**src/rtl/core/cdcalc_pkg.sv**
```systemverilog
// Package for the clock divisor calculator: transfer types, codes, constants
// and small helper functions shared by the core, its cells and its checker.
// Depends on nothing.
package cdcalc_pkg;

	localparam int FREQ_W  = 30;
	localparam int SRC_W   = 4;
	localparam int DIV_W   = 24;
	localparam int FRAC_W  = 12;
	localparam int TGT_W   = 32;
	localparam int CTL_W   = 32;
	localparam int NUM_W   = FREQ_W + FRAC_W + 1;
	localparam int DEN_W   = TGT_W;
	localparam int N_CELLS = NUM_W;
	localparam int LATENCY = N_CELLS + 2;
	localparam int CFG_IDX_W = 2;
	localparam int CFG_DATA_W = FREQ_W;

	localparam logic [1:0] ACT_FREQ_TO_DIV = 2'd0;
	localparam logic [1:0] ACT_CLAMP_DIV   = 2'd1;
	localparam logic [1:0] ACT_DIV_TO_FREQ = 2'd2;

	localparam logic [1:0] ST_OK          = 2'd0;
	localparam logic [1:0] ST_UNKNOWN_SRC = 2'd1;
	localparam logic [1:0] ST_NOT_RUNNING = 2'd2;
	localparam logic [1:0] ST_ZERO_TARGET = 2'd3;

	localparam logic [CFG_IDX_W-1:0] REG_OSC_FREQ = 2'd0;
	localparam logic [CFG_IDX_W-1:0] REG_PLL_FREQ = 2'd1;
	localparam logic [CFG_IDX_W-1:0] REG_OSC_SRC  = 2'd2;
	localparam logic [CFG_IDX_W-1:0] REG_PLL_SRC  = 2'd3;

	localparam logic [FREQ_W-1:0] OSC_FREQ_RST = 30'd19200000;
	localparam logic [FREQ_W-1:0] PLL_FREQ_RST = 30'd500000000;
	localparam logic [SRC_W-1:0]  OSC_SRC_RST  = 4'd1;
	localparam logic [SRC_W-1:0]  PLL_SRC_RST  = 4'd6;

	localparam logic [DIV_W-1:0]  DIV_MAX   = 24'hFFFFFF;
	localparam logic [DIV_W-1:0]  FRAC_OFF  = 24'hFFF000;
	localparam logic [FREQ_W-1:0] FREQ_MAX  = 30'h3FFFFFFF;
	localparam logic [7:0]        CTL_PASSWD = 8'h5A;

	typedef struct packed {
		logic [1:0]       action;
		logic [SRC_W-1:0] source;
		logic [1:0]       mash;
		logic [TGT_W-1:0] target_freq_hz;
		logic [DIV_W-1:0] div_word;
		logic             running;
	} cdcalc_in_t;

	typedef struct packed {
		logic [DIV_W-1:0]  divisor;
		logic [CTL_W-1:0]  ctl_word;
		logic [FREQ_W-1:0] freq_hz;
		logic [1:0]        status;
	} cdcalc_out_t;

	typedef struct packed {
		logic [FREQ_W-1:0] osc_freq_hz;
		logic [FREQ_W-1:0] pll_freq_hz;
		logic [SRC_W-1:0]  osc_source_code;
		logic [SRC_W-1:0]  pll_source_code;
	} cdcalc_cfg_t;

	typedef struct packed {
		logic [1:0]       action;
		logic [1:0]       status;
		logic [1:0]       mash;
		logic [SRC_W-1:0] source;
	} cdcalc_tag_t;

	typedef struct packed {
		logic [DEN_W-1:0] rem;
		logic [NUM_W-1:0] num;
		logic [DEN_W-1:0] den;
		logic [NUM_W-1:0] quo;
		cdcalc_tag_t      tag;
	} cdcalc_stage_t;

	function automatic logic [DIV_W-1:0] min_div(input logic [1:0] mash);
		logic [DIV_W-1:0] m;
		case (mash)
			2'd0: m = 24'h001000;
			2'd1: m = 24'h002000;
			2'd2: m = 24'h003000;
			default: m = 24'h005000;
		endcase
		return m;
	endfunction

	function automatic logic [CTL_W-1:0] make_ctl(input logic [SRC_W-1:0] src,
		input logic [1:0] mash);
		logic [CTL_W-1:0] c;
		c = '0;
		c[31:24] = CTL_PASSWD;
		c[10:9] = mash;
		c[4] = 1'b1;
		c[3:0] = src;
		return c;
	endfunction

endpackage

```
**src/rtl/core/cdcalc_post.sv**
```systemverilog
// Output stage of the clock divisor calculator: saturation and clamping of
// the quotient, control word assembly and the result register.
// Depends on cdcalc_pkg.
module cdcalc_post (
	input  logic                      clk,
	input  logic                      arst_n,
	input  logic                      valid_in,
	input  cdcalc_pkg::cdcalc_stage_t stage_in,
	output logic                      done,
	output cdcalc_pkg::cdcalc_out_t   result
);

	logic [cdcalc_pkg::DIV_W-1:0] mash_min;
	logic [cdcalc_pkg::DIV_W-1:0] div_sat;
	cdcalc_pkg::cdcalc_out_t      nxt;
	logic                         done_s1;
	cdcalc_pkg::cdcalc_out_t      result_s1;

	always_comb begin
		mash_min = cdcalc_pkg::min_div(stage_in.tag.mash);
		div_sat = (|stage_in.quo[cdcalc_pkg::NUM_W-1:cdcalc_pkg::DIV_W])
			? cdcalc_pkg::DIV_MAX : stage_in.quo[cdcalc_pkg::DIV_W-1:0];
		nxt = '0;
		nxt.status = stage_in.tag.status;
		if (stage_in.tag.status == cdcalc_pkg::ST_OK) begin
			case (stage_in.tag.action)
				cdcalc_pkg::ACT_FREQ_TO_DIV, cdcalc_pkg::ACT_CLAMP_DIV: begin
					nxt.divisor = (div_sat < mash_min) ? mash_min : div_sat;
					nxt.ctl_word = cdcalc_pkg::make_ctl(stage_in.tag.source,
						stage_in.tag.mash);
				end
				cdcalc_pkg::ACT_DIV_TO_FREQ: begin
					nxt.freq_hz = (|stage_in.quo[cdcalc_pkg::NUM_W-1:cdcalc_pkg::FREQ_W])
						? cdcalc_pkg::FREQ_MAX : stage_in.quo[cdcalc_pkg::FREQ_W-1:0];
				end
				default: begin
					nxt = '0;
				end
			endcase
		end
	end

	always_ff @(posedge clk or negedge arst_n) begin
		if (!arst_n) begin
			done_s1 <= 1'b0;
		end else begin
			done_s1 <= valid_in;
		end
	end

	always_ff @(posedge clk) begin
		result_s1 <= nxt;
	end

	assign done = done_s1;
	assign result = result_s1;

endmodule

```
**config.mk**
```make
export PLATFORM = sky130hd
export DESIGN_NAME = cdcalc_post
export DESIGN_NICKNAME = d
export VERILOG_FILES = /design/src/rtl/core/cdcalc_pkg.sv /design/src/rtl/core/cdcalc_post.sv
export SDC_FILE = /design/constraint.sdc
export NUM_CORES = 1
export LEC_CHECK = 0
export ABC_AREA = 1
export BUFFER_PORTS_ARGS = -buffer_cell sky130_fd_sc_hd__buf_2
export CAP_MARGIN = 20
export CORE_AREA = 2 2 98 100
export CTS_CLUSTER_DIAMETER = 40
export DETAILED_ROUTE_END_ITERATION = 8
export DIE_AREA = 0 0 100 102
export PLACE_DENSITY_LB_ADDON = 0.2
export SKIP_CTS_REPAIR_TIMING = 1
export SLEW_MARGIN = 10
export SYNTH_ARGS = -nofsm -noshare
export SYNTH_HDL_FRONTEND = slang
export SYNTH_SLANG_ARGS = --single-unit
```
**constraint.sdc**
```tcl
create_clock -name clk -period 1 [get_ports clk]
set_input_delay 0.05 -clock clk [delete_from_list [all_inputs] [get_ports clk]]
set_output_delay 0.05 -clock clk [all_outputs]
set_load 0.01 [all_outputs]
```
* Yosys cells after proc, flatten, opt, wreduce, memory -nomap -nowiden
Cells that the tools add are included.
** Word-level totals
- Flip-flop bits (word level) :: 89
- Input port bits :: 163
** Operators by class
- $lt $le $gt $ge :: 1
- Reductions and logical operators :: 9
- Equal/unequal tests :: 4
- Multiplexer cells :: 7
** Operators with widths (count)
- $mux 24 :: 2
- $pmux 15 s3 :: 1
- $mux 31 :: 1
- $mux 30 :: 1
- $lt 24x24->1 :: 1
- $reduce_or 19->1 :: 1
- $reduce_or 13->1 :: 1
- $logic_not 2->1 :: 3
- $eq 2x1->1 const B :: 2
- $eq 2x2->1 const B :: 2
- $mux 2 :: 2
- $reduce_and 2->1 :: 2
- $reduce_or 3->1 :: 1
- $reduce_or 2->1 :: 1

* Longest topological paths before layout
- Depth in word-level cells :: 4
- Depth in mapped cells :: 15

* Worst setup path before layout
No wires, ideal clock.
- Path type :: input-to-reg
- Start :: input port stage_in[41] (netlist name)
- End :: register result_s1 (netlist bit result[65])
- Path buffers :: 1
- Data required time :: 0.887 ns
- Cell stages on the path :: 14
- Path slack :: -1.063 ns
- Arrival :: 1.950 ns
- Cell sequence :: or2_1 -> nor2_1 -> nand2_2 -> nor2_4 -> inv_1 -> or2_2 -> ha_1 -> nor4_1 -> nand4_1 -> nor2_4 -> nand2_2 -> nand2_2 -> buf_6 -> nor2_1
** On the way
- Cells in the longest elaborated chain, start to end :: 4
** RTL lines
- start, declared :: line cdcalc_post.sv:8 : input cdcalc_pkg::cdcalc_stage_t stage_in,
- $reduce_or 19->1 * :: line cdcalc_post.sv:21 : div_sat = (|stage_in.quo[cdcalc_pkg::NUM_W-1:cdcalc_pkg::DIV_W])
- $mux 24 * :: line cdcalc_post.sv:22 : ? cdcalc_pkg::DIV_MAX : stage_in.quo[cdcalc_pkg::DIV_W-1:0];
- $lt 24x24->1 :: line cdcalc_post.sv:28 : nxt.divisor = (div_sat < mash_min) ? mash_min : div_sat;
- $mux 24 * :: line cdcalc_post.sv:28
- end signal, assigned :: line cdcalc_post.sv:52 : result_s1 <= nxt;
- end, declared :: line cdcalc_post.sv:17 : cdcalc_pkg::cdcalc_out_t result_s1;
Mark *: on every way between the ends. The rest lies on a longest branch, timed or not.
A chain may end at the register's enable or synchronous reset.

* Final worst setup path
- Start :: input port stage_in[41] (netlist name)
- End :: register result_s1 (netlist bit result[69])
Same word-level chain as after synthesis.

==> summary.txt <==
Core area - 9110 µm²
Hold Slack - -0.0402 ns
Clock tree root buffer cell - clkbuf_8
Prevailing post-synth register cell - dfxtp_1
Nets - 611
Leak - 2.15 nW
Die X - 100 µm
Syn. warnings - 0
#FFs+latches synth - 64
Critical path buffer and inverter count - 3
I/O Pins - 252
Post-route insts no fill - 561
Clk buf depth - 2
EDFF count, synth - 0
Max Freq - 600 MHz
Worst Hold Class - in -> reg
Fin area - 3730 µm²
Setup CP Type - in -> reg
Top cells by count, synth - 63 x dfxtp_1, 61 x nor2_1, 45 x inv_1
Post-synth top area cell - dfxtp_1
Via-to-Cell Ratio - 3.86
WL per Instance - 11.3 µm
Routability Congestion - 0.738
Yosys cell types - 21
Row Count - 35
Area contributors post-synth - dfxtp_1 54%, nor2_1 9.8%, buf_4 8.0%
Placed Area - 3090 µm²
CP top delay family - simple AND/OR/NAND/NOR gates
TritonCTS clock tree - done
Final worst path period share - 167%
CTS H-tree depth - 3
Cts bufs inserted - 9
PwrDens - 1600 nW/µm²
Overflow after GRT - 0
Syn Area/Cell - 8.42 µm²
Crit-path max cell delay - 0.24 ns
CTS sink cnt - 64
First-pass GRT wire length - 9070 µm
Max-slew violations - 0
Largest net degree at the start of global routing - 33
Initial Util - 25.7%
Setup crit end kind - flop
Status - finished with violations
Synthesized area - 2340 µm²
Seq/Total Area, Yosys - 54.9%
# DRC - 0
Port Buffer Count - 123
Post-layout util - 40.9%
CP max FO - 6
Fin crit period - 1.67 ns
Post-DRT Antenna Nets - 0
Vias in the first global route - 1,886
RSZ-0062 raised after global routing - true
TritonRoute pass-1 iters - 4
Power, Total - 5.96 mW
1st-iter DRT viols - 33
Failing checks - negative hold slack, negative setup slack
Setup violators final - 24
Crit path launch type - primary input
Total GRT Usage - 11.9%
Final setup margin - -0.666 ns
Maximum vdd drop - 0.567 mV
Post-Route WL - 6330 µm
Slowest CP cell - or2_4
Critical Path RT - 1.24 ns
Clock-pin slew on the worst setup and hold paths - 0.07 ns
Die Height - 102 µm
Synth-to-Final Area Change - 59.3%
Half-perimeter wire length after placement - 4460 µm
Worst Path Arrival - 1.91 ns
Async S/R FF share, synth - 1.56%
Cell with the most instances after synthesis - dfxtp_1
Share of layout cells above drive strength 1 - 40.5%
Vias - 2,168
Total of max-cap violations - 0
TNS Setup - -15.60 ns
Cell count after synthesis - 278
Top-area cell type share of the netlist area - 53.9%
Final Hold Viols - 3
Dpl cells - 511
Setup WS pre-CTS - -1.09 ns
Die area - 10,200 µm²
Sequence of cells on the critical path - buf_6, or2_1, nor2_1, nand2_2, nor2_4, inv_2, or2_4, ha_4, nor4_4, nand4_1, nor2_4, nand2_2, nand2_4, clkbuf_16, nor2_1
Initial antenna violation count - 1
-- layout make-up --
class	count	area [µm²]
diodes	1	2.50
multi-input cells	152	776
inverters	45	169
repair buffers	172	1110
flip-flops and latches	64	1290
fillers	934	5380
well taps	111	139
clock inverters	7	120
clock buffers	9	124
-- registers in the layout, indices dropped and copies added, names as in the netlist --
register,count
result,63
done,1
-- layer usage --
metal	GRT usage [%]	vias to the layer above	wire length, µm	part of all wire (%)
met1	13.2	953	2670	42
met3	4.79	9	565	8.9
li1	-	1117	-	-
met2	19.3	89	3000	47
met4	6.95	0	97	1.5
met5	0	-	0	0
-- worst paths after layout --
kind / slack (ns) / start / endpoint / cells past startpoint
max: -0.67 / stage_in[41] / result[69] / 15
min: -0.04 / stage_in[22] / result[14] / 3
max in group asynchronous: 0.37 / arst_n / done / 3
min in group asynchronous: 0.53 / arst_n / done / 3
-- cell families (layout without fill, tap and decap cells) --
logic type / Yosys count / after routing / synth area share [%]
flops: 64 / 64 / 54.9
buf+inv: 82 / 233 / 17.8
fa+ha+maj: 4 / 4 / 2.14
compound gates: 33 / 33 / 7.05
other cells: 1 / 22 / 0.160
simple gates: 94 / 94 / 17.9
-- where the power goes --
part	switching [mW]	total [mW]	internal, mW
registers	0.0211	2.65	2.63
logic	0.288	0.594	0.307
clock network	1.06	2.71	1.66
total	1.36	5.96	4.60
-- layout by cell type, fill, tap and decap left out, types with 10 or more instances in the layout --
master | Yosys | layout
dlygate4sd3_1 | 0 | 31
o21ai_0 | 30 | 30
conb_1 | 1 | 21
nand2_1 | 10 | 10
nor2_2 | 6 | 11
dfxtp_1 | 63 | 63
inv_1 | 45 | 44
buf_4 | 25 | 14
nor2_1 | 61 | 54
buf_2 | 0 | 122
Note: power is estimated with default switching activity, not from simulation.
