$ cat src/rtl/core/cdcalc_pkg.sv
// Package for the clock divisor calculator: transfer types, codes, constants
// and small helper functions shared by the core, its cells and its checker.
// Depends on nothing.
package cdcalc_pkg;

	localparam int FREQ_W  = 30;
	localparam int SRC_W   = 4;
	localparam int DIV_W   = 24;
	localparam int FRAC_W  = 12;
	localparam int TGT_W   = 32;
	localparam int CTL_W   = 32;
	localparam int NUM_W   = FREQ_W + FRAC_W + 1;
	localparam int DEN_W   = TGT_W;
	localparam int N_CELLS = NUM_W;
	localparam int LATENCY = N_CELLS + 2;
	localparam int CFG_IDX_W = 2;
	localparam int CFG_DATA_W = FREQ_W;

	localparam logic [1:0] ACT_FREQ_TO_DIV = 2'd0;
	localparam logic [1:0] ACT_CLAMP_DIV   = 2'd1;
	localparam logic [1:0] ACT_DIV_TO_FREQ = 2'd2;

	localparam logic [1:0] ST_OK          = 2'd0;
	localparam logic [1:0] ST_UNKNOWN_SRC = 2'd1;
	localparam logic [1:0] ST_NOT_RUNNING = 2'd2;
	localparam logic [1:0] ST_ZERO_TARGET = 2'd3;

	localparam logic [CFG_IDX_W-1:0] REG_OSC_FREQ = 2'd0;
	localparam logic [CFG_IDX_W-1:0] REG_PLL_FREQ = 2'd1;
	localparam logic [CFG_IDX_W-1:0] REG_OSC_SRC  = 2'd2;
	localparam logic [CFG_IDX_W-1:0] REG_PLL_SRC  = 2'd3;

	localparam logic [FREQ_W-1:0] OSC_FREQ_RST = 30'd19200000;
	localparam logic [FREQ_W-1:0] PLL_FREQ_RST = 30'd500000000;
	localparam logic [SRC_W-1:0]  OSC_SRC_RST  = 4'd1;
	localparam logic [SRC_W-1:0]  PLL_SRC_RST  = 4'd6;

	localparam logic [DIV_W-1:0]  DIV_MAX   = 24'hFFFFFF;
	localparam logic [DIV_W-1:0]  FRAC_OFF  = 24'hFFF000;
	localparam logic [FREQ_W-1:0] FREQ_MAX  = 30'h3FFFFFFF;
	localparam logic [7:0]        CTL_PASSWD = 8'h5A;

	typedef struct packed {
		logic [1:0]       action;
		logic [SRC_W-1:0] source;
		logic [1:0]       mash;
		logic [TGT_W-1:0] target_freq_hz;
		logic [DIV_W-1:0] div_word;
		logic             running;
	} cdcalc_in_t;

	typedef struct packed {
		logic [DIV_W-1:0]  divisor;
		logic [CTL_W-1:0]  ctl_word;
		logic [FREQ_W-1:0] freq_hz;
		logic [1:0]        status;
	} cdcalc_out_t;

	typedef struct packed {
		logic [FREQ_W-1:0] osc_freq_hz;
		logic [FREQ_W-1:0] pll_freq_hz;
		logic [SRC_W-1:0]  osc_source_code;
		logic [SRC_W-1:0]  pll_source_code;
	} cdcalc_cfg_t;

	typedef struct packed {
		logic [1:0]       action;
		logic [1:0]       status;
		logic [1:0]       mash;
		logic [SRC_W-1:0] source;
	} cdcalc_tag_t;

	typedef struct packed {
		logic [DEN_W-1:0] rem;
		logic [NUM_W-1:0] num;
		logic [DEN_W-1:0] den;
		logic [NUM_W-1:0] quo;
		cdcalc_tag_t      tag;
	} cdcalc_stage_t;

	function automatic logic [DIV_W-1:0] min_div(input logic [1:0] mash);
		logic [DIV_W-1:0] m;
		case (mash)
			2'd0: m = 24'h001000;
			2'd1: m = 24'h002000;
			2'd2: m = 24'h003000;
			default: m = 24'h005000;
		endcase
		return m;
	endfunction

	function automatic logic [CTL_W-1:0] make_ctl(input logic [SRC_W-1:0] src,
		input logic [1:0] mash);
		logic [CTL_W-1:0] c;
		c = '0;
		c[31:24] = CTL_PASSWD;
		c[10:9] = mash;
		c[4] = 1'b1;
		c[3:0] = src;
		return c;
	endfunction

endpackage

$ cat src/rtl/core/cdcalc_prep.sv
// Entry stage of the clock divisor calculator: source lookup, error checks
// and set-up of numerator and denominator for the divider cell chain.
// Depends on cdcalc_pkg.
module cdcalc_prep (
	input  logic                    clk,
	input  logic                    arst_n,
	input  logic                    accept,
	input  cdcalc_pkg::cdcalc_in_t  item,
	input  cdcalc_pkg::cdcalc_cfg_t cfg,
	output logic                    valid_s1,
	output cdcalc_pkg::cdcalc_stage_t stage_s1
);

	logic [cdcalc_pkg::FREQ_W-1:0] sf;
	logic                          src_bad;
	logic [cdcalc_pkg::DIV_W-1:0]  mash_min;
	logic [cdcalc_pkg::DIV_W-1:0]  d_masked;
	logic [cdcalc_pkg::DIV_W-1:0]  d_clamped;
	logic [cdcalc_pkg::NUM_W-1:0]  scaled;
	cdcalc_pkg::cdcalc_stage_t     nxt;

	always_comb begin
		if (item.source == cfg.osc_source_code) begin
			sf = cfg.osc_freq_hz;
		end else if (item.source == cfg.pll_source_code) begin
			sf = cfg.pll_freq_hz;
		end else begin
			sf = '0;
		end
		src_bad = (sf == '0);
		mash_min = cdcalc_pkg::min_div(item.mash);
		d_masked = (item.mash == 2'd0) ? (item.div_word & cdcalc_pkg::FRAC_OFF)
			: item.div_word;
		d_clamped = (d_masked < mash_min) ? mash_min : d_masked;
		scaled = {1'b0, sf, {cdcalc_pkg::FRAC_W{1'b0}}};

		nxt.rem = '0;
		nxt.quo = '0;
		nxt.tag.action = item.action;
		nxt.tag.mash = item.mash;
		nxt.tag.source = item.source;
		nxt.tag.status = cdcalc_pkg::ST_OK;
		nxt.num = '0;
		nxt.den = cdcalc_pkg::DEN_W'(1);
		case (item.action)
			cdcalc_pkg::ACT_FREQ_TO_DIV: begin
				nxt.den = item.target_freq_hz;
				nxt.num = scaled + cdcalc_pkg::NUM_W'(item.target_freq_hz >> 1);
				if (src_bad) begin
					nxt.tag.status = cdcalc_pkg::ST_UNKNOWN_SRC;
				end else if (item.target_freq_hz == '0) begin
					nxt.tag.status = cdcalc_pkg::ST_ZERO_TARGET;
				end
			end
			cdcalc_pkg::ACT_CLAMP_DIV: begin
				nxt.num = cdcalc_pkg::NUM_W'(item.div_word);
			end
			cdcalc_pkg::ACT_DIV_TO_FREQ: begin
				nxt.den = cdcalc_pkg::DEN_W'(d_clamped);
				nxt.num = scaled + cdcalc_pkg::NUM_W'(d_clamped >> 1);
				if (!item.running) begin
					nxt.tag.status = cdcalc_pkg::ST_NOT_RUNNING;
				end else if (src_bad) begin
					nxt.tag.status = cdcalc_pkg::ST_UNKNOWN_SRC;
				end
			end
			default: begin
				nxt.num = '0;
			end
		endcase
	end

	always_ff @(posedge clk or negedge arst_n) begin
		if (!arst_n) begin
			valid_s1 <= 1'b0;
		end else begin
			valid_s1 <= accept;
		end
	end

	always_ff @(posedge clk) begin
		stage_s1 <= nxt;
	end

endmodule

$ cat config.mk
export PLATFORM = sky130hd
export DESIGN_NAME = cdcalc_prep
export DESIGN_NICKNAME = d
export VERILOG_FILES = /design/src/rtl/core/cdcalc_pkg.sv /design/src/rtl/core/cdcalc_prep.sv
export SDC_FILE = /design/constraint.sdc
export NUM_CORES = 1
export LEC_CHECK = 0
export ABC_AREA = 1
export BUFFER_PORTS_ARGS = -buffer_cell sky130_fd_sc_hd__buf_4
export CORE_MARGIN = 1
export CORE_UTILIZATION = 35
export CTS_CLUSTER_DIAMETER = 200
export CTS_CLUSTER_SIZE = 16
export DETAILED_ROUTE_END_ITERATION = 10
export PLACE_DENSITY = 0.65
export SETUP_SLACK_MARGIN = 0.15
export SYNTH_ARGS = -nofsm -noshare
export SYNTH_HDL_FRONTEND = slang
export SYNTH_SLANG_ARGS = --single-unit
$ cat constraint.sdc
create_clock -name clk -period 1.15 [get_ports clk]
set_clock_uncertainty 0.15 [all_clocks]
set_input_delay 0.23 -clock clk [delete_from_list [all_inputs] [get_ports clk]]
set_output_delay 0.23 -clock clk [all_outputs]
set_load 0.05 [all_outputs]
After elaboration in Yosys (flattened, before gate mapping) --
Cells that the tools add are included.
Operators by class: reduce and logical (&&, ||, !) cells 4, magnitude comparators 1, multiplexer cells 12, $add $sub $neg 2, eq/ne operators 6
Operators with widths (count):
- one-hot mux 43 bit (3 select lines) | 1
- one-hot mux 32 bit (2 select lines) | 1
- two-way mux 30 bit | 2
- one-hot mux 15 bit (3 select lines) | 1
- adder 42 x 23 -> 43 bit | 1
- adder 42 x 31 -> 43 bit | 1
- logical NOT 32 bit | 1
- logical NOT 30 bit | 1
- < comparator 24 x 15 -> 1 bit | 1
- two-way mux 24 bit | 1
- two-way mux 12 bit | 1
- equality test 4 bit | 2
- two-way mux 2 bit | 3
- equality test 2 x 1 -> 1 bit (second input constant) | 2
- equality test 2 bit (second input constant) | 2
- logical NOT 2 bit | 2
- one-hot mux 2 bit (2 select lines) | 1
- two-way mux 1 bit | 1
Storage, ports and cells: logic and storage cells 32, flip-flop bits (word level) 86

Longest topological paths before layout --
Gate-level depths: netlist of the first run.
depth in word-level cells 7, gate-level depth with buffers 27, depth with buffers taken out 27

Least setup slack after synthesis of the first run --
Ideal clock, no wire load.
path type input port to flip-flop, start point input port item[58] (netlist name), end point register stage_s1[119] (netlist name), cell stages on the path 26, arrival time 3.289 ns, setup slack -2.402 ns, library setup time 0.113 ns, path through inv_1 -> ha_1 -> inv_1 -> ha_1 -> o21ai_1 -> nand2_1 -> a211oi_1 -> nand3_1 -> a21oi_1 -> o21ai_0 -> o21ai_0 -> ha_1 -> inv_1 -> fa_1 -> inv_1 -> nand3_1 -> nand2_1 -> a21oi_1 -> o21ai_0 -> nand2_1 -> nand2_1 -> nand3_1 -> inv_1 -> nor2_1 -> nor2_1 -> nor2_1
RTL lines:
- start, declared | line cdcalc_prep.sv:8 | input cdcalc_pkg::cdcalc_in_t item,
- end signal, assigned | line cdcalc_prep.sv:82 | stage_s1 <= nxt;
- end, declared | line cdcalc_prep.sv:11 | output cdcalc_pkg::cdcalc_stage_t stage_s1

==> impl_metrics.ini, run 1 <==
[floorplanning]
die_y_um = 131
coreArea_um2 = 16100
io_pins = 297
die_w_um = 131
start_util_pct = 36.2
die-area_um2 = 17100
rows = 46

[global_routing]
overflow = 0
track_usage_pct = 24.5
grt_max_degree = 28
grt_pass1_wl_mm = 31.8
antenna_found_initial = 0
grt_pass1_vias = 6757

[place]
gp_congestion = 0.900
pre_cts_ws_ns = -2.44
portBuffers = 221
dpl.cell_count = 1473
dpl-instance-area_um2 = 8780
dpl.hpwl_mm = 16.5

[layout]
synthToLayoutAreaGrowth_pct = 83.2
drive_gt1_share_pct = 47.1
post-route-cell-area_um2 = 10600
final_core_util_pct = 66.3
nets = 1474
num_antenna_cells = 0
layoutNonFillerInstCount = 1534

[timing]
rsz0062_at_grt = true
period_minus_slack_ns = 3.19
hold-worst-slack_ns = -0.0106
slew_violations = 0
finalWorstSetupSlack_ns = -2.04
finalSetupViolations = 146
hold_viol = 3
finalCritPeriodShare_pct = 278
max_freq_mhz = 313

[clocking]
cts_made_buffers = 9
clk_path_buf_depth = 2
clk_transition_reported_paths_ns = 0.06
cts_tree = done
numClockSinks = 86
cts-root-buf = clkbuf_16
ctsHoldBuffers = 19
htreeDepth = 3

[yosys]
synth_compound_area_share_pct = 13.5
synth_xor_xnor_area_share_pct = 1.96
synth-seq-cells = 86
yosysSeqAreaShare_pct = 29.7
synth_top_family_by_area = simple AND/OR/NAND/NOR gates
synth-simple-area-share_pct = 28.3
synthMuxAreaShare_pct = 0
yosysWarnings = 0
syn-cell-area_um2 = 5810
syn_inst = 892
synthArstFlopShare_pct = 1.16
synth_fa_ha_area_share_pct = 5.51
avgSynthCellArea_um2 = 6.51
synth_edf_count = 0
synthFlopType = dfxtp_1
ys_types = 42

[outcome]
violations = hold timing, setup timing
status = complete, but fails checks

[setup_path]
end_kind = flip-flop
required_ns = 1.24
startpoint_type = input pin
crit_fanout = 4
arrival_ns = 3.28
startpoint = item[57]
worstSetupPathType = input pin to flip-flop
path_delay_family = adder cells
cp_num_buf_inv = 6
cpPeakStageDelay_ns = 0.34
critPathSlowestCell = fa_2

[detailed_routing]
post_drt_wl_per_cell_um = 14.3
dr.first_iter.drc_count = 348
drc = 0
postRouteAntennaNets = 0
dr.pass1.iters = 5
drt_wl_total_mm = 21.9
dr_total_vias = 7130
vias_per_cell = 4.65

[min_path]
min-delay-start = item[29]
hold_path_class = input pin to flip-flop

[pwr]
pwr-share-comb_pct = 41.6
clkPwrFrac_pct = 28.6
switching_share_pct = 37.3
power.switching_mw = 4.28
ir_drop_v = 0.000808
power.leakage_nw = 5.64
p_seq_share_pct = 29.8
internal_power_mw = 7.19
power_density_nw_per_um2 = 1080

[flow_run]
cap_violations = 0
-- cell families after synthesis --
family                     after synthesis
other                                    1
DFF                                     86
xor gates and xnor gates                13
adders and majority gates               25
buffers and inverters                  237
AOI/OAI and AO/OA                      141
and+or+nand+nor                        389
-- path summary, 6_finish.rpt --
path	cells after the start	endpoint	slack, ns
min in group asynchronous	2	valid_s1	0.06
hold / removal	3	stage_s1[57]	-0.01
setup / recovery	25	stage_s1[119]	-2.04
max in group asynchronous	2	valid_s1	0.71
-- cell usage in the layout (no fill, tap or decap), types with 11 or more instances in the layout --
master and count:
dlygate4sd3_1 19, ha_1 20, nand2_1 143, buf_6 32, conb_1 75, nand2_2 20
nand3_1 45, buf_8 72, dfxtp_2 83, nor2_1 120, nor2_2 11, buf_4 301
o21ai_1 27, inv_1 124, inv_2 13, a21oi_1 33, o21ai_0 38
-- Yosys cell counts, types with 3 or more instances --
| master | instances | area (um^2) |
|---|---|---|
| ha_1 | 24 | 300 |
| nor4_1 | 7 | 43.8 |
| nor2_2 | 6 | 37.5 |
| o211ai_1 | 3 | 22.5 |
| xor2_1 | 8 | 70.1 |
| inv_1 | 137 | 514 |
| a21oi_2 | 4 | 35.0 |
| clkbuf_1 | 16 | 60.1 |
| nand2_2 | 4 | 25.0 |
| nor3_1 | 3 | 15.0 |
| xnor2_1 | 5 | 43.8 |
| nand2_1 | 163 | 612 |
| a21oi_1 | 44 | 220 |
| nand4_1 | 9 | 56.3 |
| nand3_1 | 58 | 290 |
| nor2_1 | 129 | 484 |
| dfxtp_1 | 85 | 1700 |
| buf_4 | 76 | 571 |
| o221ai_1 | 10 | 87.6 |
| o21ai_0 | 69 | 345 |
-- what timing repair did --
| action | in CTS | in global routing |
|---|---|---|
| endpoints found under the setup margin | 149 | 148 |
| resized for setup | 268 | 89 |
| setup buffers | 16 | 8 |
| cloned | 2 | 0 |
| pin swaps | 35 | 24 |
| endpoints found under the hold margin | 31 | 1 |
-- metal layers --
layer | up-vias | share of wire, % | wire [um] | GRT usage (%)
met4 | 0 | 2.0 | 440 | 8.45
met3 | 29 | 7.0 | 1520 | 4.68
met5 | - | 0 | 0 | 0
met2 | 303 | 51 | 11200 | 45.7
met1 | 3268 | 40 | 8720 | 27.7
li1 | 3530 | - | - | -
-- power groups by stage --
stage,Sequential [mW],Clock [mW],Combinational (mW)
floorplan,4.16,0,1.83
global placement,3.36,0,4.07
detailed placement,3.36,0,4.10
CTS,3.40,3.34,4.56
global route,3.43,3.47,5.08
finish,3.42,3.28,4.77
-- through the flow --
step / TNS, ns / total power [mW]
2_1_floorplan: -70.26 / 5.99
3_5_place_dp: -98.95 / 7.45
3_3_place_gp: -95.53 / 7.42
6_report: -82.36 / 11.5
4_1_cts: -80.07 / 11.3
5_1_grt: -92.54 / 12.0
-- cell type report --
type                            instances  area, um^2
Multi-Input combinational cell        643        3570
Tap cell                              216         270
Clock inverter                          7         106
Sequential cell                        86        1830
Clock buffer                            9         225
Fill cell                            1307        5410
Timing Repair Buffer                  434        4110
Inverter                              139         537
-- flip-flops by register name, summed over array words and instances, names as in the netlist --
| signal | count |
|---|---|
| stage_s1 | 85 |
| valid_s1 | 1 |
Power figures use the tool's default switching activity.
==> inputs of run 2 (changes only) <==
--- a/config.mk
+++ b/config.mk
@@ -5,14 +5,14 @@
 export SDC_FILE = /design/constraint.sdc
 export NUM_CORES = 1
 export LEC_CHECK = 0
-export ABC_AREA = 1
+export ABC_AREA = 0
 export BUFFER_PORTS_ARGS = -buffer_cell sky130_fd_sc_hd__buf_4
 export CORE_MARGIN = 1
 export CORE_UTILIZATION = 35
 export CTS_CLUSTER_DIAMETER = 200
 export CTS_CLUSTER_SIZE = 16
 export DETAILED_ROUTE_END_ITERATION = 10
-export PLACE_DENSITY = 0.65
+export PLACE_DENSITY = 0.67
 export SETUP_SLACK_MARGIN = 0.15
 export SYNTH_ARGS = -nofsm -noshare
 export SYNTH_HDL_FRONTEND = slang
==> run 2 against run 1 <==
  * The flow still finishes with violations (hold timing, setup timing)
  * Largest power group unchanged
  * Total power down 4.6%
  * Critical path type unchanged
  * Critical endpoint is now stage_s1[109]
  * Sequential cell count unchanged
  * Clock-buffer cell count unchanged
==> impl_metrics.ini, run 2 <==
[floorplanning]
start_util_pct = 35.8
die_w_um = 124
die-area_um2 = 15400
rows = 44
coreArea_um2 = 14500
die_y_um = 124
io_pins = 297

[timing]
rsz0062_at_grt = true
max_freq_mhz = 307
hold-worst-slack_ns = -0.0274
finalCritPeriodShare_pct = 283
finalSetupViolations = 146
fin_tns_setup_ns = -92.26
finalWorstSetupSlack_ns = -2.11
slew_violations = 0
period_minus_slack_ns = 3.26
hold_viol = 2

[detailed_routing]
dr_total_vias = 6004
vias_per_cell = 5.04
post_drt_wl_per_cell_um = 18.0
dr.pass1.iters = 5
postRouteAntennaNets = 0
drc = 0
drt_wl_total_mm = 21.5
dr.first_iter.drc_count = 394

[layout]
num_antenna_cells = 0
final_core_util_pct = 68.6
largest-register = stage_s1
fillers = 1084
nets = 1165
final_common_cell = buf_4
seq_area_um2 = 1830
multiInputGateArea_um2 = 3580
largest_reg_flops = 85
reg.largest.list = stage_s1 x85, valid_s1 x1
mostFrequentLayoutCells = buf_4, dfxtp_2, buf_8
synthToLayoutAreaGrowth_pct = 91.3
drive_gt1_share_pct = 58.9
layoutNonFillerInstCount = 1192

[place]
dpl.cell_count = 1137
dpl.hpwl_mm = 15.1
gp_congestion = 0.934
pre_cts_ws_ns = -2.61
portBuffers = 221

[global_routing]
antenna_found_initial = 0
grt_max_degree = 33
track_usage_pct = 25.8
overflow = 0
grt_pass1_wl_mm = 29.7
grt_pass1_vias = 5648

[pwr]
pwr-share-comb_pct = 40.9
p_seq_share_pct = 31.2
internal_power_mw = 6.87
power.leakage_nw = 4.75
switching_share_pct = 37.2
ir_drop_v = 0.000843
clkPwrFrac_pct = 27.8
power.switching_mw = 4.06
p_total_mw = 10.9
power_density_nw_per_um2 = 1100

[setup_path]
arrival_ns = 3.35
crit_fanout = 4
startpoint_type = input pin
cpMostUsedCell = ha_4
end_kind = flip-flop
worstSetupPathType = input pin to flip-flop
critPathSlowestCell = fa_2
cp_num_buf_inv = 4
path_cells = buf_12 -> inv_12 -> ha_4 -> inv_4 -> ha_4 -> o21a_1 -> o21ai_1 -> nand4_1 -> nor2_1 -> a21oi_2 -> o21ai_2 -> ha_2 -> inv_2 -> fa_2 -> nor2b_4 -> o31ai_4 -> a22oi_2 -> a21oi_1 -> o21bai_1 -> a31oi_1 -> mux2_1
path_delay_family = compound AO/OA/AOI/OAI gates
required_ns = 1.24
cpPeakStageDelay_ns = 0.37

[outcome]
status = complete, but fails checks
violations = hold timing, setup timing

[yosys]
synthFlopType = dfxtp_1
synth.area.top_cells = dfxtp_1, buf_4, ha_1
yosysWarnings = 0
ys_top_cells_by_count = dfxtp_1, buf_4, nand2_1
synth_edf_count = 0
avgSynthCellArea_um2 = 8.56
syn_inst = 609
synthArstFlopShare_pct = 1.16
yosysMostFrequentCell = dfxtp_1
yosysSeqAreaShare_pct = 33.1
syn-cell-area_um2 = 5210
synth_top_area_share_pct = 32.7
synth-seq-cells = 86
yosysTopAreaCell = dfxtp_1
ys_types = 61

[min_path]
whs_endpoint = stage_s1[53]
min_path_cells = 2
hold_path_class = input pin to flip-flop
min-delay-start = item[1]

[clocking]
cts_made_buffers = 9
clk_path_buf_depth = 2
cts-root-buf = clkbuf_16
ctsHoldBuffers = 22
numClockSinks = 86
cts_tree = done
htreeDepth = 3
clk_transition_reported_paths_ns = 0.07

[flow_run]
cap_violations = 0
==> run 2: changes by cell type in the layout (fill, tap and decap cells not counted), moves of 20 or more <==
| cell | change |
|---|---|
| nor2_1 | -91 |
| o21ai_0 | -29 |
| buf_4 | -21 |
| a22o_1 | +20 |
| a21oi_1 | -20 |
| and2_1 | +21 |
| nand2_1 | -105 |
| nand3_1 | -29 |
| inv_1 | -115 |
| mux2i_1 | +24 |
==> run 2: repair_timing <==
action,in CTS,in global routing
endpoints found under the hold margin,34,3
endpoints found under the setup margin,158,154
pin swaps,13,18
gates cloned,1,1
buffers inserted,10,6
gates resized for setup,260,104
==> run 2: stage by stage <==
stage	hold slack, ns	cell area [um^2]
after floorplan	-0.216	5810
after global placement	-0.145	8110
after detailed placement	-0.145	8110
after CTS	-0.0345	9520
after global routing	-0.0154	9970
final	-0.0274	9970
==> run 2: layer usage <==
layer  up-vias  track usage, %  share of wire [%]
li1       2821               -                  -
met4         0            8.26                2.9
met2       320            46.2                 51
met1      2810            30.3                 38
met5         -               0                  0
met3        53            5.82                8.4
==> run 2: cell type report <==
cell class              instances  area share, %
repair buffers                410           39.7
multi-input cells             482           35.9
flip-flops and latches         86           18.4
well taps                     184           2.31
clock buffers                   9           2.26
inverters                      15          0.753
clock inverters                 6          0.703
==> run 2: how the worst max path moves through the flow <==
stage,start,to,cells past startpoint
floorplan,item[62],stage_s1[109],18
global placement,item[58],stage_s1[123],21
detailed placement,item[58],stage_s1[123],21
CTS,item[58],stage_s1[109],21
global route,item[58],stage_s1[123],21
finish,item[58],stage_s1[109],21
==> run 2: cell families (layout without fill, tap and decap cells) <==
kind of cell | after synthesis | in the layout | synth area share, %
compound gates | 129 | 129 | 16.8
xor+xnor | 25 | 25 | 4.20
fa+ha+maj | 25 | 25 | 6.15
buf+inv | 115 | 440 | 14.0
flops | 86 | 86 | 33.1
mux | 34 | 34 | 6.77
other cells | 1 | 75 | 0.0720
simple gates | 194 | 194 | 18.9
==> run 2: power by group through the flow <==
stage / clock (mW) / sequential, mW / combinational [mW]
6_report: 3.04 / 3.42 / 4.48
5_1_grt: 3.21 / 3.43 / 4.70
4_1_cts: 3.04 / 3.39 / 4.21
3_5_place_dp: 0 / 3.35 / 3.79
3_3_place_gp: 0 / 3.34 / 3.77
2_1_floorplan: 0 / 4.13 / 1.69
==> inputs of run 3 (changes only) <==
--- a/config.mk
+++ b/config.mk
@@ -17,3 +17,4 @@
 export SYNTH_ARGS = -nofsm -noshare
 export SYNTH_HDL_FRONTEND = slang
 export SYNTH_SLANG_ARGS = --single-unit
+export TNS_END_PERCENT = 30
==> constraint.sdc (replaced) <==
create_clock -name clk -period 1.15 [get_ports clk]
set_clock_uncertainty 0.15 [all_clocks]
set_input_delay 0.23 -clock clk [delete_from_list [all_inputs] [get_ports clk]]
set_output_delay 0.23 -clock clk [all_outputs]
set_load 0.005 [all_outputs]
==> run 3 against run 2 <==
  * The run still ends with hold timing, setup timing left
  * Sequential share of layout area shrank 0.057 points
  * Clock-buffer cell count grew 1
  * Utilization is 3.0 points lower
  * Hold slack worse by 0.012 ns
  * Die area unchanged
  * Sequential power fell by 4%
  * Cell area is 4.3% lower
  * Combinational power is 33% lower
  * Total power is 14% lower
  * Routed wire length fell by 5.3%
  * Non-clock buffer count up 12
  * Critical endpoint unchanged
  * Largest cell class is now multi-input gates
==> impl_metrics.ini, run 3 (synthesis results as in run 2) <==
[detailed_routing]
drt_wl_total_mm = 20.3
drc = 0
vias_per_cell = 4.96
dr.pass1.iters = 5
route.met2.wl_mm = 10.2
met3WireLength_mm = 1.60
postRouteAntennaNets = 0
wl_met1_mm = 8.06
dr.first_iter.drc_count = 397
post_drt_wl_per_cell_um = 16.9
dr_total_vias = 5980
dr.max_layer_used = met4

[clocking]
clk_transition_reported_paths_ns = 0.07
ctsHoldBuffers = 25
htreeDepth = 3
cts_tree = done
cts_made_buffers = 9
numClockSinks = 86
clk_path_buf_depth = 2
cts-root-buf = clkbuf_16

[pwr]
power_density_nw_per_um2 = 982
power.leakage_nw = 4.70
ir_drop_v = 0.000883

[setup_path]
worstSetupPathType = input pin to flip-flop
arrival_ns = 3.44
end_kind = flip-flop
crit_fanout = 4
required_ns = 1.23
startpoint_type = input pin

[timing]
finalWorstSetupSlack_ns = -2.21
hold-worst-slack_ns = -0.0398
finalCritPeriodShare_pct = 292
max_freq_mhz = 298
slew_violations = 0
finalSetupViolations = 112
hold_viol = 4
period_minus_slack_ns = 3.36
rsz0062_at_grt = true

[floorplanning]
coreArea_um2 = 14500
io_pins = 297
die_y_um = 124
die_w_um = 124
rows = 44
die-area_um2 = 15400
start_util_pct = 35.8

[min_path]
min_path_cells = 3
min-delay-start = item[3]
whs_endpoint = stage_s1[55]
hold_path_class = input pin to flip-flop

[place]
portBuffers = 221
gp_congestion = 0.873
pre_cts_ws_ns = -2.55
dpl.hpwl_mm = 14.9

[layout]
nets = 1178
largest-register = stage_s1
fillers = 1205
final_common_cell = buf_4
num_antenna_cells = 0
mostFrequentLayoutCells = buf_4, conb_1, dfxtp_1
synthToLayoutAreaGrowth_pct = 83.0
largest_reg_flops = 85
drive_gt1_share_pct = 52.4
reg.largest.list = stage_s1 x85, valid_s1 x1

[global_routing]
grt_pass1_wl_mm = 28.9
overflow = 0
track_usage_pct = 25.2
antenna_found_initial = 0
grt_max_degree = 65
grt_pass1_vias = 5657

[flow_run]
cap_violations = 0

[outcome]
status = complete, but fails checks
violations = hold timing, setup timing
## run 3: cell types whose count changed in the layout (fill, tap and decap cells not counted), moves of 7 or more
| cell | change |
|---|---|
| buf_8 | -83 |
| dfxtp_1 | +68 |
| buf_4 | +55 |
| nand2_1 | +7 |
| buf_6 | +42 |
| dfxtp_2 | -68 |
## run 3: power by group
part | switching [mW] | total, mW | internal [mW]
clock network | 1.31 | 3.07 | 1.76
registers | 0.0842 | 3.30 | 3.21
logic | 1.31 | 2.99 | 1.68
## run 3: worst max-delay path by stage
stage                        start             to  depth (start not counted)
after global routing      item[57]  stage_s1[109]                         20
after detailed placement  item[58]  stage_s1[123]                         21
after CTS                 item[58]  stage_s1[109]                         21
final                     item[58]  stage_s1[109]                         21
after global placement    item[58]  stage_s1[123]                         21
after floorplan           item[62]  stage_s1[109]                         18
## run 3: layout make-up
cell class	instances	area [um^2]	area share (%)
Multi-Input combinational cell	483	3660	38.4
Tap cell	184	230	2.41
Sequential cell	86	1750	18.3
Clock buffer	10	239	2.51
Clock inverter	6	68.8	0.722
Inverter	15	75.1	0.787
Timing Repair Buffer	422	3510	36.8
## run 3: repair_timing
| action | CTS | global route |
|---|---|---|
| pin swaps | 30 | 35 |
| endpoints found under the setup margin | 162 | 155 |
| buffers inserted | 28 | 6 |
| cloned | 1 | 0 |
| hold endpoints to repair | 35 | 6 |
| gates resized for setup | 106 | 84 |
## run 3: through the flow
| stage | cells | utilization, % | setup TNS (ns) | total power, mW | instance area [um^2] |
|---|---|---|---|---|---|
| finish | 1206 | 65.6 | -95.20 | 9.36 | 9530 |
| global placement | 1130 | 54.9 | -120.80 | 5.79 | 7980 |
| global route | 1206 | 65.6 | -104.08 | 9.78 | 9530 |
| detailed placement | 1130 | 54.9 | -124.92 | 5.82 | 7980 |
| floorplan | 683 | - | -81.25 | 4.52 | 5700 |
| CTS | 1200 | 63.1 | -85.49 | 9.20 | 9170 |
## run 3: worst max-delay path, cell delays in order
cell      delay, ns
buf_12         0.09
inv_12         0.03
ha_4           0.25
inv_4          0.03
ha_4           0.20
o21a_1         0.10
o21ai_1        0.12
nand4_1        0.19
nor2_1         0.17
a21oi_1        0.07
o21ai_1        0.15
ha_2           0.21
inv_2          0.04
fa_2           0.36
nor2b_4        0.15
o31ai_4        0.08
a22oi_2        0.24
a21oi_2        0.08
o21bai_1       0.19
a31oi_1        0.12
mux2_1         0.32
## run 3: routing by layer
layer | global-route usage [%] | vias to the layer above
met4 | 8.26 | 0
met1 | 30.2 | 2800
met3 | 4.44 | 39
li1 | - | 2837
met5 | 0 | -
met2 | 45.2 | 304
